`src/hw/rtl/gzhp_pkg.sv`:
```
package gzhp_pkg;

    // fixed header length and field masks
    localparam int unsigned FIXED_LEN = 10;
    localparam logic [3:0] FIXED_LAST = 4'(FIXED_LEN - 1);
    localparam logic [15:0] LOW16_MASK = 16'hffff;
    localparam logic [31:0] CRC_INIT = 32'hffff_ffff;
    localparam logic [31:0] CRC_POLY = 32'hedb8_8320;
    localparam logic [7:0] MAGIC_0 = 8'h1f;
    localparam logic [7:0] MAGIC_1 = 8'h8b;

    // flag bit positions in the flags byte
    localparam int unsigned FL_HCRC = 1;
    localparam int unsigned FL_EXTRA = 2;
    localparam int unsigned FL_NAME = 3;
    localparam int unsigned FL_COMMENT = 4;

    // status codes
    localparam logic [1:0] ST_OK = 2'd0;
    localparam logic [1:0] ST_BAD_MAGIC = 2'd1;
    localparam logic [1:0] ST_CRC_ERR = 2'd2;
    localparam logic [1:0] ST_END = 2'd3;

    typedef enum logic [2:0] {
        PH_FIXED   = 3'd0,
        PH_XLEN    = 3'd1,
        PH_EXTRA   = 3'd2,
        PH_NAME    = 3'd3,
        PH_COMMENT = 3'd4,
        PH_HCRC    = 3'd5,
        PH_PAYLOAD = 3'd6,
        PH_STOP    = 3'd7
    } t_phase;

    // one input word
    typedef struct packed {
        logic       later_member;
        logic       member_start;
        logic [7:0] data_byte;
    } t_item;

    // one result word
    typedef struct packed {
        logic [1:0] status;
        logic       header_done;
        logic       payload_valid;
        logic [7:0] data_out;
    } t_result;

    // crc-32 (reflected) update by one byte
    function automatic logic [31:0] crc_byte(input logic [31:0] crc, input logic [7:0] b);
        logic [31:0] c;
        c = crc ^ {24'd0, b};
        for (int i = 0; i < 8; i++) begin
            c = c[0] ? ((c >> 1) ^ CRC_POLY) : (c >> 1);
        end
        return c;
    endfunction

    // first optional section after phase ph whose flag is set, else payload
    function automatic t_phase next_sec(input t_phase ph, input logic [4:0] flags);
        t_phase p;
        p = PH_PAYLOAD;
        if (ph < PH_HCRC && flags[FL_HCRC]) p = PH_HCRC;
        if (ph < PH_COMMENT && flags[FL_COMMENT]) p = PH_COMMENT;
        if (ph < PH_NAME && flags[FL_NAME]) p = PH_NAME;
        if (ph < PH_XLEN && flags[FL_EXTRA]) p = PH_XLEN;
        return p;
    endfunction

endpackage

```
`src/hw/rtl/gzhp_parse.sv`:
```
module gzhp_parse (
    input  logic             i_clk,
    input  logic             i_rst_n,
    input  logic             i_en,
    input  gzhp_pkg::t_item   i_item,
    output gzhp_pkg::t_result o_res
);
    import gzhp_pkg::*;

    t_phase      r_phase, n_phase, e_phase;
    logic [3:0]  r_cnt, n_cnt, e_cnt;
    logic [4:0]  r_flags, n_flags, e_flags;
    logic [15:0] r_extra, n_extra, e_extra;
    logic [31:0] r_crc, n_crc, e_crc;
    logic [7:0]  r_held, n_held, e_held;
    logic [1:0]  r_sticky, n_sticky, e_sticky;
    logic [31:0] w_crc_fed;
    logic [15:0] w_word;
    logic [7:0]  b;

    // parser state register
    always_ff @(posedge i_clk) begin
        if (!i_rst_n) begin
            r_phase  <= PH_FIXED;
            r_cnt    <= '0;
            r_flags  <= '0;
            r_extra  <= '0;
            r_crc    <= CRC_INIT;
            r_held   <= '0;
            r_sticky <= ST_OK;
        end else if (i_en) begin
            r_phase  <= n_phase;
            r_cnt    <= n_cnt;
            r_flags  <= n_flags;
            r_extra  <= n_extra;
            r_crc    <= n_crc;
            r_held   <= n_held;
            r_sticky <= n_sticky;
        end
    end

    // a new member clears all state before the byte is parsed
    always_comb begin
        if (i_item.member_start) begin
            e_phase  = PH_FIXED;
            e_cnt    = '0;
            e_flags  = '0;
            e_extra  = '0;
            e_crc    = CRC_INIT;
            e_held   = '0;
            e_sticky = ST_OK;
        end else begin
            e_phase  = r_phase;
            e_cnt    = r_cnt;
            e_flags  = r_flags;
            e_extra  = r_extra;
            e_crc    = r_crc;
            e_held   = r_held;
            e_sticky = r_sticky;
        end
    end

    assign b = i_item.data_byte;
    assign w_crc_fed = crc_byte(e_crc, b);
    assign w_word = {b, e_held};

    // next state and result for one byte
    always_comb begin
        n_phase  = e_phase;
        n_cnt    = e_cnt;
        n_flags  = e_flags;
        n_extra  = e_extra;
        n_crc    = e_crc;
        n_held   = e_held;
        n_sticky = e_sticky;
        o_res.data_out      = b;
        o_res.payload_valid = 1'b0;
        o_res.header_done   = 1'b0;
        o_res.status        = ST_OK;
        case (e_phase)
            PH_FIXED: begin
                n_crc = w_crc_fed;
                if (e_cnt == 4'd0) n_held = b;
                if (e_cnt == 4'd1 && (e_held != MAGIC_0 || b != MAGIC_1)) begin
                    n_sticky = i_item.later_member ? ST_END : ST_BAD_MAGIC;
                    n_phase  = PH_STOP;
                    o_res.status = n_sticky;
                end else begin
                    if (e_cnt == 4'd3) n_flags = b[4:0];
                    if (e_cnt >= FIXED_LAST) begin
                        n_phase = next_sec(PH_FIXED, n_flags);
                        n_cnt   = '0;
                    end else begin
                        n_cnt = e_cnt + 4'd1;
                    end
                end
            end
            PH_XLEN: begin
                n_crc = w_crc_fed;
                if (e_cnt == 4'd0) begin
                    n_held = b;
                    n_cnt  = 4'd1;
                end else begin
                    n_extra = w_word & LOW16_MASK;
                    n_cnt   = '0;
                    n_phase = (w_word == 16'd0) ? next_sec(PH_EXTRA, e_flags) : PH_EXTRA;
                end
            end
            PH_EXTRA: begin
                n_crc = w_crc_fed;
                if (e_extra <= 16'd1) begin
                    n_extra = '0;
                    n_cnt   = '0;
                    n_phase = next_sec(PH_EXTRA, e_flags);
                end else begin
                    n_extra = e_extra - 16'd1;
                end
            end
            PH_NAME, PH_COMMENT: begin
                n_crc = w_crc_fed;
                if (b == 8'd0) begin
                    n_cnt   = '0;
                    n_phase = next_sec(e_phase, e_flags);
                end
            end
            PH_HCRC: begin
                if (e_cnt == 4'd0) begin
                    n_held = b;
                    n_cnt  = 4'd1;
                end else if ((~e_crc[15:0]) != w_word) begin
                    n_sticky = ST_CRC_ERR;
                    n_phase  = PH_STOP;
                    o_res.status = ST_CRC_ERR;
                end else begin
                    n_cnt   = '0;
                    n_phase = PH_PAYLOAD;
                end
            end
            PH_PAYLOAD: begin
                o_res.payload_valid = 1'b1;
            end
            default: begin
                o_res.status = e_sticky;
            end
        endcase
        // entering payload ends the header and restarts the crc
        if (n_phase == PH_PAYLOAD && e_phase != PH_PAYLOAD) begin
            n_crc = CRC_INIT;
            o_res.header_done = 1'b1;
        end
    end

    // header end always lands in payload
    a_done_to_payload: assert property (@(posedge i_clk) disable iff (!i_rst_n)
        i_en && o_res.header_done |=> r_phase == PH_PAYLOAD)
        else $error("header end did not enter payload");

    // stopped phase keeps a fault status
    a_stop_status: assert property (@(posedge i_clk) disable iff (!i_rst_n)
        r_phase == PH_STOP |-> r_sticky != ST_OK)
        else $error("stopped without a fault status");

    // extra field count never empty while skipping
    a_extra_nonzero: assert property (@(posedge i_clk) disable iff (!i_rst_n)
        r_phase == PH_EXTRA |-> r_extra != 16'd0)
        else $error("extra phase with zero length left");

    // payload words never carry a fault
    a_payload_ok: assert property (@(posedge i_clk) disable iff (!i_rst_n)
        i_en && o_res.payload_valid |-> o_res.status == ST_OK && !o_res.header_done)
        else $error("payload word with status or header end");

endmodule

```
`src/hw/rtl/gzip_member_header_parser_core.sv`:
```
// gzip member header parser, one stream byte per word.
// slave channel: i_s_tdata carries the raw byte, i_s_tuser marks a new member
// header (bit 0) and whether a valid member came before it (bit 1).
// master channel: one result word per input word, the byte passed through,
// o_m_tlast on the last byte of a header, payload and status flags in o_m_tuser.
// status: 0 ok, 1 bad magic, 2 header crc mismatch, 3 end of members. after a
// fault the parser stays stopped until the next word flagged as a member start.
// pipeline: input register, then result register with the parse logic between
// them; o_m_tvalid comes from the result register.
// throughput: one word per cycle while the receiver takes results; the header
// crc is a full byte-wide crc-32 update of each byte, so no header byte stalls.
// reset (i_rst_n low, synchronous) empties both registers and returns the
// parser to the fixed header phase with the crc at its initial value.
// when the receiver stalls, the result register holds and the input register
// still takes one more word; the slave side then stalls until the result moves.
module gzip_member_header_parser_core (
    input  logic       i_clk,
    input  logic       i_rst_n,
    input  logic       i_s_tvalid,
    output logic       o_s_tready,
    input  logic [7:0] i_s_tdata,   // data_byte
    input  logic [1:0] i_s_tuser,   // member_start, later_member
    output logic       o_m_tvalid,
    input  logic       i_m_tready,
    output logic [7:0] o_m_tdata,   // data_out
    output logic       o_m_tlast,   // header_done
    output logic [2:0] o_m_tuser    // payload_valid, status[1:0]
);
    import gzhp_pkg::*;

    logic    r_in_valid;
    t_item   r_item;
    logic    r_out_valid;
    t_result r_res;
    t_result w_res;
    logic    w_adv;

    assign w_adv      = !r_out_valid || i_m_tready;
    assign o_s_tready = !r_in_valid || w_adv;

    // input register
    always_ff @(posedge i_clk) begin
        if (!i_rst_n) begin
            r_in_valid <= 1'b0;
        end else if (o_s_tready) begin
            r_in_valid <= i_s_tvalid;
        end
    end

    always_ff @(posedge i_clk) begin
        if (o_s_tready && i_s_tvalid) begin
            r_item <= '{later_member: i_s_tuser[1], member_start: i_s_tuser[0],
                        data_byte: i_s_tdata};
        end
    end

    gzhp_parse u_parse (
        .i_clk   (i_clk),
        .i_rst_n (i_rst_n),
        .i_en    (r_in_valid && w_adv),
        .i_item  (r_item),
        .o_res   (w_res)
    );

    // result register
    always_ff @(posedge i_clk) begin
        if (!i_rst_n) begin
            r_out_valid <= 1'b0;
        end else if (w_adv) begin
            r_out_valid <= r_in_valid;
        end
    end

    always_ff @(posedge i_clk) begin
        if (w_adv && r_in_valid) begin
            r_res <= w_res;
        end
    end

    assign o_m_tvalid = r_out_valid;
    assign o_m_tdata  = r_res.data_out;
    assign o_m_tlast  = r_res.header_done;
    assign o_m_tuser  = {r_res.status, r_res.payload_valid};

endmodule
```
`config.mk`:
```
export PLATFORM = sky130hd
export DESIGN_NAME = gzip_member_header_parser_core
export DESIGN_NICKNAME = d
export VERILOG_FILES = /design/src/hw/rtl/gzhp_pkg.sv /design/src/hw/rtl/gzhp_parse.sv /design/src/hw/rtl/gzip_member_header_parser_core.sv
export SDC_FILE = /design/constraint.sdc
export NUM_CORES = 1
export LEC_CHECK = 0
export ABC_AREA = 1
export ABC_CLOCK_PERIOD_IN_PS = 7800
export BUFFER_PORTS_ARGS = -buffer_cell sky130_fd_sc_hd__buf_4
export CAP_MARGIN = 20
export CORE_AREA = 2 2 160 115
export DETAILED_ROUTE_END_ITERATION = 10
export DIE_AREA = 0 0 162 117
export PLACE_DENSITY = 0.53
export SLEW_MARGIN = 15
export SYNTH_ARGS = -nofsm -noshare
export SYNTH_HDL_FRONTEND = slang
export SYNTH_HIERARCHICAL = 1
export SYNTH_SLANG_ARGS = --single-unit
```
`constraint.sdc`:
```
create_clock -name i_clk -period 7.8 [get_ports i_clk]
set_input_delay 0.39 -clock i_clk [delete_from_list [all_inputs] [get_ports i_clk]]
set_output_delay 0.39 -clock i_clk [all_outputs]
set_load 0.05 [all_outputs]
```
==> results of run 1 <==
final timing paths:
| check | from | to | slack, ps | cells past startpoint |
|---|---|---|---|---|
| worst min-delay path | i_s_tuser[1] | r_item[9]$_DFFE_PP_ | 200 | 1 |
| worst max register to register | r_item[8]$_DFFE_PP_ | u_parse/r_cnt[1]$_SDFFE_PN0P_ | 4160 | 16 |
| worst max-delay path | r_item[8]$_DFFE_PP_ | u_parse/r_cnt[1]$_SDFFE_PN0P_ | 4160 | 16 |
| worst min register to register | u_parse/r_flags[2]$_SDFFE_PN0P_ | u_parse/r_flags[2]$_SDFFE_PN0P_ | 470 | 2 |
worst max-delay path: stages, from the launching register on:
cell      delay, ps
edfxtp_1        360
buf_4           290
inv_4           510
nand2_1         240
inv_1           140
ha_1            160
nor2_1           50
nor2_1           90
nand2_1          60
nor2_1          180
nand2_1          90
nand2_2         260
inv_1           290
a21oi_1         350
nand2_1         120
o21ai_0         170
a21oi_1          80
metrics by stage:
step / setup slack, ps / std cells
floorplan: 5020 / 1114
global placement: 4240 / 1327
detailed placement: 4250 / 1328
CTS: 4230 / 1344
global route: 3810 / 1345
finish: 4160 / 1345
routing by layer:
metal  vias to the layer above  wire length [um]  track usage  part of all wire
met2                       221              7830        0.300              0.37
met3                        10              1430       0.0444             0.068
met1                      3160             11600        0.366              0.55
li1                       3554                 -            -                 -
met5                         -                 0            0                 0
met4                         0               142       0.0389            0.0068
layout by cell type, fill, tap and decap left out, types with 2 or more instances in the layout:
master and instances:
xor2_1 29, o31ai_1 2, inv_8 2, nor3_1 3
o21ai_0 70, o211ai_1 5, o21ai_2 3, xor2_2 2
buf_4 34, nand3b_1 3, nand4_1 6, o221ai_1 4
nand2_1 403, o21ai_1 17, xnor2_1 9, o22ai_1 4
clkbuf_16 9, clkinv_1 3, edfxtp_1 22, nand3_2 4
nand3_1 55, a211oi_1 8, inv_1 98, xnor2_2 2
a31oi_1 13, inv_2 6, dfxtp_1 71, nand2_2 11
ha_1 5, a21oi_1 82, nor2_2 9, nor2_1 99
state kept, by name, summed over array words and instances (netlist names), 2 cells and up:
| name | count |
|---|---|
| o_m_tdata | 8 |
| o_m_tuser | 3 |
| u_parse/r_sticky | 2 |
| u_parse/r_cnt | 4 |
| u_parse/r_flags | 4 |
| u_parse/r_crc | 32 |
| u_parse/r_phase | 3 |
| u_parse/r_extra | 16 |
| u_parse/r_held | 8 |
| r_item | 10 |
kinds of logic after synthesis:
group	share of synthesized area
AOI/OAI and AO/OA	0.170
xor gates and xnor gates	0.0579
adders and majority gates	0.00911
buffers and inverters	0.106
DFF	0.303
and+or+nand+nor	0.355
report_power, final:
group          switching (mW)  internal (mW)
clock network           0.218          0.264
logic                   0.275          0.133
registers              0.0310          0.528
synthesized netlist by cell type (all sizes together):
| master | instances | area share |
|---|---|---|
| nor3b | 1 | 0.0011 |
| nand3 | 59 | 0.046 |
| a41oi | 1 | 0.0013 |
| inv | 104 | 0.057 |
| clkbuf | 25 | 0.014 |
| nor4 | 1 | 0.00091 |
| a211oi | 8 | 0.0087 |
| edfxtp | 22 | 0.096 |
| ha | 5 | 0.0091 |
| o31ai | 2 | 0.0022 |
| dfxtp | 71 | 0.21 |
| xnor2 | 11 | 0.016 |
| buf | 31 | 0.033 |
| nand3b | 3 | 0.0033 |
| nand2 | 415 | 0.23 |
| clkinv | 4 | 0.0022 |
| nor3 | 3 | 0.0022 |
| o211ai | 5 | 0.0055 |
| o22ai | 4 | 0.0036 |
| xor2 | 31 | 0.042 |
| o221ai | 4 | 0.0051 |
| a31oi | 13 | 0.012 |
| o21ai | 90 | 0.067 |
| a21bo | 1 | 0.0015 |
| nand4 | 6 | 0.0055 |
| a21oi | 84 | 0.062 |
| nor2 | 109 | 0.064 |
| a22oi | 1 | 0.0011 |
cell type report:
type / count / area [um2] / share of cell area
Multi-Input combinational cell: 857 / 4070 / 0.547
Sequential cell: 93 / 2080 / 0.279
Inverter: 108 / 408 / 0.0547
Tap cell: 236 / 295 / 0.0396
Timing Repair Buffer: 35 / 275 / 0.0369
Clock buffer: 10 / 239 / 0.0321
Clock inverter: 6 / 77.6 / 0.0104
==> reports/metrics.csv, run 1 <==
metric,value,unit
CTS max path bufs,2,
die height,117,um
leak pwr,3.60,nW
Fmax,275,MHz
Vias,6945,
drt drc,0,
cell area after synthesis,6870,um2
Cells after Synth,1114,
peak supply drop,88.8,uV
Wirelength per Cell,15.6,um
post-DP HPWL,14800,um
Root Buffer,clkbuf_16,
ant diodes,0,
share of layout cells above drive strength 1,0.0848,
WS Path Type,reg -> reg,
Max-Cap Viols,0,
largest net degree at the start of global routing,58,
Hold Crit Class,in -> reg,
RSZ-0062 raised after global routing,false,
CORE AREA,17500,um2
Die Area,19000,um2
vias per cell,5.16,
post-CTS sizing,0,
FP Rows,41,
Startpoint Class,flop,
fin crit period,3640,ps
Syn Area/Cell,6.17,um2
Worst-Skew Late Latency,370,ps
"Slew Viols, Final",0,
GPL Wtd Cong,0.890,
initial drt markers,738,
Total Wirelength,21000,um
Worst setup EP type,flop,
CP Max Fanout,54,
antenna violations before repair,0,
pwr/cell area,195,nW/um2
Crit path arrival time,3900,ps
Die X,162,um
Inserted Clock Buffers,9,
Slew headroom,0.564,
final instance area,7450,um2
IO buf count,27,
first-pass GRT wire length,33300,um
final core occ,0.425,
total gr overflow,0,
flop and latch count out of synthesis,93,
post-place instance area,7130,um2
Syn Nets,1133,
Starting Density,0.392,
FILL cells,1950,
# hold bufs at CTS,0,
synth unique cells,43,
Worst EP required,8060,ps
worst-margin pin slew,654,ps
CTS H-tree depth,3,
outcome,"complete, no violations",
CTS sink cnt,93,
Total Power,1.45,mW
Final Hold Slack,197,ps
Post-DRT Antenna Nets,0,
post-CTS setup buffers,0,
Nets,1123,
CTS tree,yes,
fin crit share,0.466,
io pins,28,
"Warnings, synthesis",6,
Setup TNS,0,ps
worst-case clock skew,8.63,ps
GRT Total Usage,0.225,
Initial DRT Pass Iterations,5,
vias in the first global route,5829,
Clock Pin Slew Worst Setup and Hold Paths,70,ps
Area Growth Syn to Fin,8.45,%
setup violators final,0,
"Seq/Total Area, Yosys",0.303,
Fin. Hold Viols,0,
Power figures use the tool's default switching activity.
==> inputs of run 2 (changes only) <==
--- a/config.mk
+++ b/config.mk
@@ -6,13 +6,13 @@
 export NUM_CORES = 1
 export LEC_CHECK = 0
 export ABC_AREA = 1
-export ABC_CLOCK_PERIOD_IN_PS = 7800
+export ABC_CLOCK_PERIOD_IN_PS = 3250
 export BUFFER_PORTS_ARGS = -buffer_cell sky130_fd_sc_hd__buf_4
 export CAP_MARGIN = 20
 export CORE_AREA = 2 2 160 115
 export DETAILED_ROUTE_END_ITERATION = 10
 export DIE_AREA = 0 0 162 117
-export PLACE_DENSITY = 0.53
+export PLACE_DENSITY = 0.55
 export SLEW_MARGIN = 15
 export SYNTH_ARGS = -nofsm -noshare
 export SYNTH_HDL_FRONTEND = slang
==> constraint.sdc (replaced) <==
create_clock -name i_clk -period 3.25 [get_ports i_clk]
set_input_delay 0.1625 -clock i_clk [delete_from_list [all_inputs] [get_ports i_clk]]
set_output_delay 0.1625 -clock i_clk [all_outputs]
set_load 0.05 [all_outputs]
==> run 2 against run 1 <==
Die area is the same; critical path type unchanged; sequential share of layout area decreased by 0.52 points; critical path depth shrank 1; non-clock buffer count increased by 16; maximum frequency is 31% higher; cell count increased by 1.2%; worst setup slack got worse by 3700 ps; clock-buffer cell count is 1 lower; cell area increased by 1.9%.
==> reports/metrics.csv, run 2 (synthesis gave the netlist of run 1 again) <==
metric,value,unit,change
outcome,"complete, no violations",,
Die Area,19000,um2,unchanged
Fmax,359,MHz,+31%
Root Buffer,clkbuf_16,,
Starting Density,0.392,,unchanged
vias per cell,5.12,,-0.78%
combinational share of power,0.294,,+0.012
CTS max path bufs,2,,unchanged
Crit path arrival time,3030,ps,-870 ps
Worst EP required,3490,ps,-4570 ps
RSZ-0062 raised after global routing,false,,
"Slew Viols, Final",0,,unchanged
"most used cell, CP",nand2_1,,
Setup TNS,0,ps,unchanged
Initial DRT Pass Iterations,5,,unchanged
setup violators final,0,,unchanged
Area Growth Syn to Fin,10.5,%,
CTS H-tree depth,3,,unchanged
fraction of power spent switching nets,0.368,,+0.00590
CP Max Fanout,19,,-65%
"commonest non-fill, non-tap cells in the layout","403 x nand2_1, 99 x nor2_1, 98 x inv_1",,
share of layout cells above drive strength 1,0.0898,,+0.00502
WS Path Type,reg -> reg,,
post-CTS sizing,0,,unchanged
CTS sink cnt,93,,unchanged
Worst setup EP type,flop,,
Wirelength per Cell,15.3,um,-1.8%
initial drt markers,710,,-3.8%
post-DP HPWL,14700,um,-0.42%
reg2reg end,u_parse/r_cnt[1]$_SDFFE_PN0P_,,
IO buf count,27,,unchanged
vias in the first global route,5931,,+1.7%
Worst-Skew Late Latency,360,ps,about the same
antenna violations before repair,0,,unchanged
Inserted Clock Buffers,9,,unchanged
FILL cells,1905,,-2.3%
largest net degree at the start of global routing,81,,+40%
largest registers,"u_parse/r_crc: 32 flops, u_parse/r_extra: 16 flops, r_item: 10 flops",,
final std cells w/o fill,1361,,+1.2%
Psw,1.24,mW,+140%
die height,117,um,unchanged
GRT Total Usage,0.224,,-0.000314
slowest cell delay on critical path,460,ps,-50 ps
Total Wirelength,20900,um,-0.64%
fin crit period,2780,ps,-852 ps
worst-case reg-to-reg path depth,15,,-1
total gr overflow,0,,unchanged
worst-case clock skew,14.3,ps,+5.71 ps
io pins,28,,unchanged
max FFs per register,32,,unchanged
reg2reg setup slack,470,ps,-3700 ps
fin crit share,0.857,,+0.391
Clock Pin Slew Worst Setup and Hold Paths,70,ps,about the same
Nets,1139,,+1.4%
Post-DRT Antenna Nets,0,,unchanged
CTS tree,yes,,
leak pwr,3.67,nW,+1.7%
Max-Cap Viols,0,,unchanged
Total Power,3.37,mW,+130%
sequential share of power,0.397,,+0.011
Startpoint Class,flop,,
Min-Delay Path Depth,3,,+2
FP Rows,41,,unchanged
peak supply drop,280,uV,+220%
Vias,6973,,+0.40%
internal power,2.13,mW,+130%
worst path cell trace,"inv_4, nand2_1, inv_1, ha_1, nor2_1, nor2_1, nand2_1, nor2_1, nand2_1, nand2_2, inv_1, a21oi_1, nand2_1, o21ai_0, a21oi_1",,
first-pass GRT wire length,33400,um,+0.41%
Slew headroom,0.504,,-0.0599
pwr/cell area,444,nW/um2,+130%
worst flop-to-flop path startpoint,r_item[8]$_DFFE_PP_,,
ant diodes,0,,unchanged
Hold Path Sink,r_in_valid$_SDFFE_PN0P_,,
CORE AREA,17500,um2,unchanged
Die X,162,um,unchanged
min-delay src,i_s_tvalid,,
GPL Wtd Cong,0.849,,-4.6%
"commonest non-fill, non-tap cell in the layout",nand2_1,,
Top reg by flops,u_parse/r_crc,,
drt drc,0,,unchanged
worst-margin pin slew,744,ps,+89.8 ps
Hold Crit Class,in -> reg,,
CP max stage cell,edfxtp_1,,
Clk network pwr share,0.309,,-0.024
Fin. Hold Viols,0,,unchanged
Placed Cells,1335,,+0.53%
[run 2: critical path: cells and delay by family (launching register included)]
kind	cells	cell delay, ps
simple gates	8	900
flops	1	460
compound gates	3	620
fa+ha+maj	1	140
buf+inv	3	550
[run 2: power groups by stage]
stage / logic [mW] / clock network (mW) / registers, mW
global route: 1.13 / 1.13 / 1.35
floorplan: 0.735 / 0 / 1.36
finish: 0.991 / 1.04 / 1.34
detailed placement: 0.965 / 0 / 1.36
CTS: 0.980 / 1.07 / 1.34
global placement: 0.966 / 0 / 1.36
[run 2: cell type report]
| type | count | area, um2 | area share |
|---|---|---|---|
| timing repair buffer | 51 | 445 | 0.0587 |
| clock inverter | 7 | 57.6 | 0.00758 |
| tap | 236 | 295 | 0.0389 |
| inverter | 108 | 408 | 0.0537 |
| sequential | 93 | 2080 | 0.274 |
| multi-input combinational | 857 | 4080 | 0.537 |
| clock buffer | 9 | 225 | 0.0297 |
[run 2: worst max-delay path by stage]
stage | slack (ps) | endpoint | start | cells after the start
2_1_floorplan | 470 | o_m_tlast$_DFFE_PP_ | r_item[8]$_DFFE_PP_ | 20
3_3_place_gp | 600 | u_parse/r_held[6]$_SDFFE_PN0P_ | r_item[8]$_DFFE_PP_ | 9
3_5_place_dp | 520 | u_parse/r_crc[4]$_SDFFE_PN1P_ | r_item[8]$_DFFE_PP_ | 16
4_1_cts | 510 | u_parse/r_crc[27]$_SDFFE_PN1P_ | r_item[8]$_DFFE_PP_ | 16
5_1_grt | 140 | u_parse/r_crc[14]$_SDFFE_PN1P_ | r_item[8]$_DFFE_PP_ | 16
6_report | 470 | u_parse/r_cnt[1]$_SDFFE_PN0P_ | r_item[8]$_DFFE_PP_ | 15
[run 2: metal layers]
metal | routed length [um] | up-vias | track usage
met1 | 11500 | 3152 | 0.364
met2 | 7890 | 218 | 0.305
met5 | 0 | - | 0
li1 | - | 3590 | -
met3 | 1310 | 13 | 0.0338
met4 | 175 | 0 | 0.0490
[run 2: timing repair]
| action | 4_1_cts | 5_1_grt |
|---|---|---|
| hold buffers | 10 | 0 |
| endpoints found under the hold margin | 10 | 0 |
| setup buffers | 0 | 0 |
[run 2: through the flow]
step / hold slack (ps) / cell area (um2) / setup slack (ps) / utilization
2_1_floorplan: 261 / 6870 / 470 / -
3_3_place_gp: 347 / 7200 / 595 / 0.411
3_5_place_dp: 343 / 7200 / 522 / 0.411
4_1_cts: 57.5 / 7590 / 506 / 0.432
5_1_grt: 62.0 / 7590 / 144 / 0.433
6_report: 69.2 / 7590 / 465 / 0.433
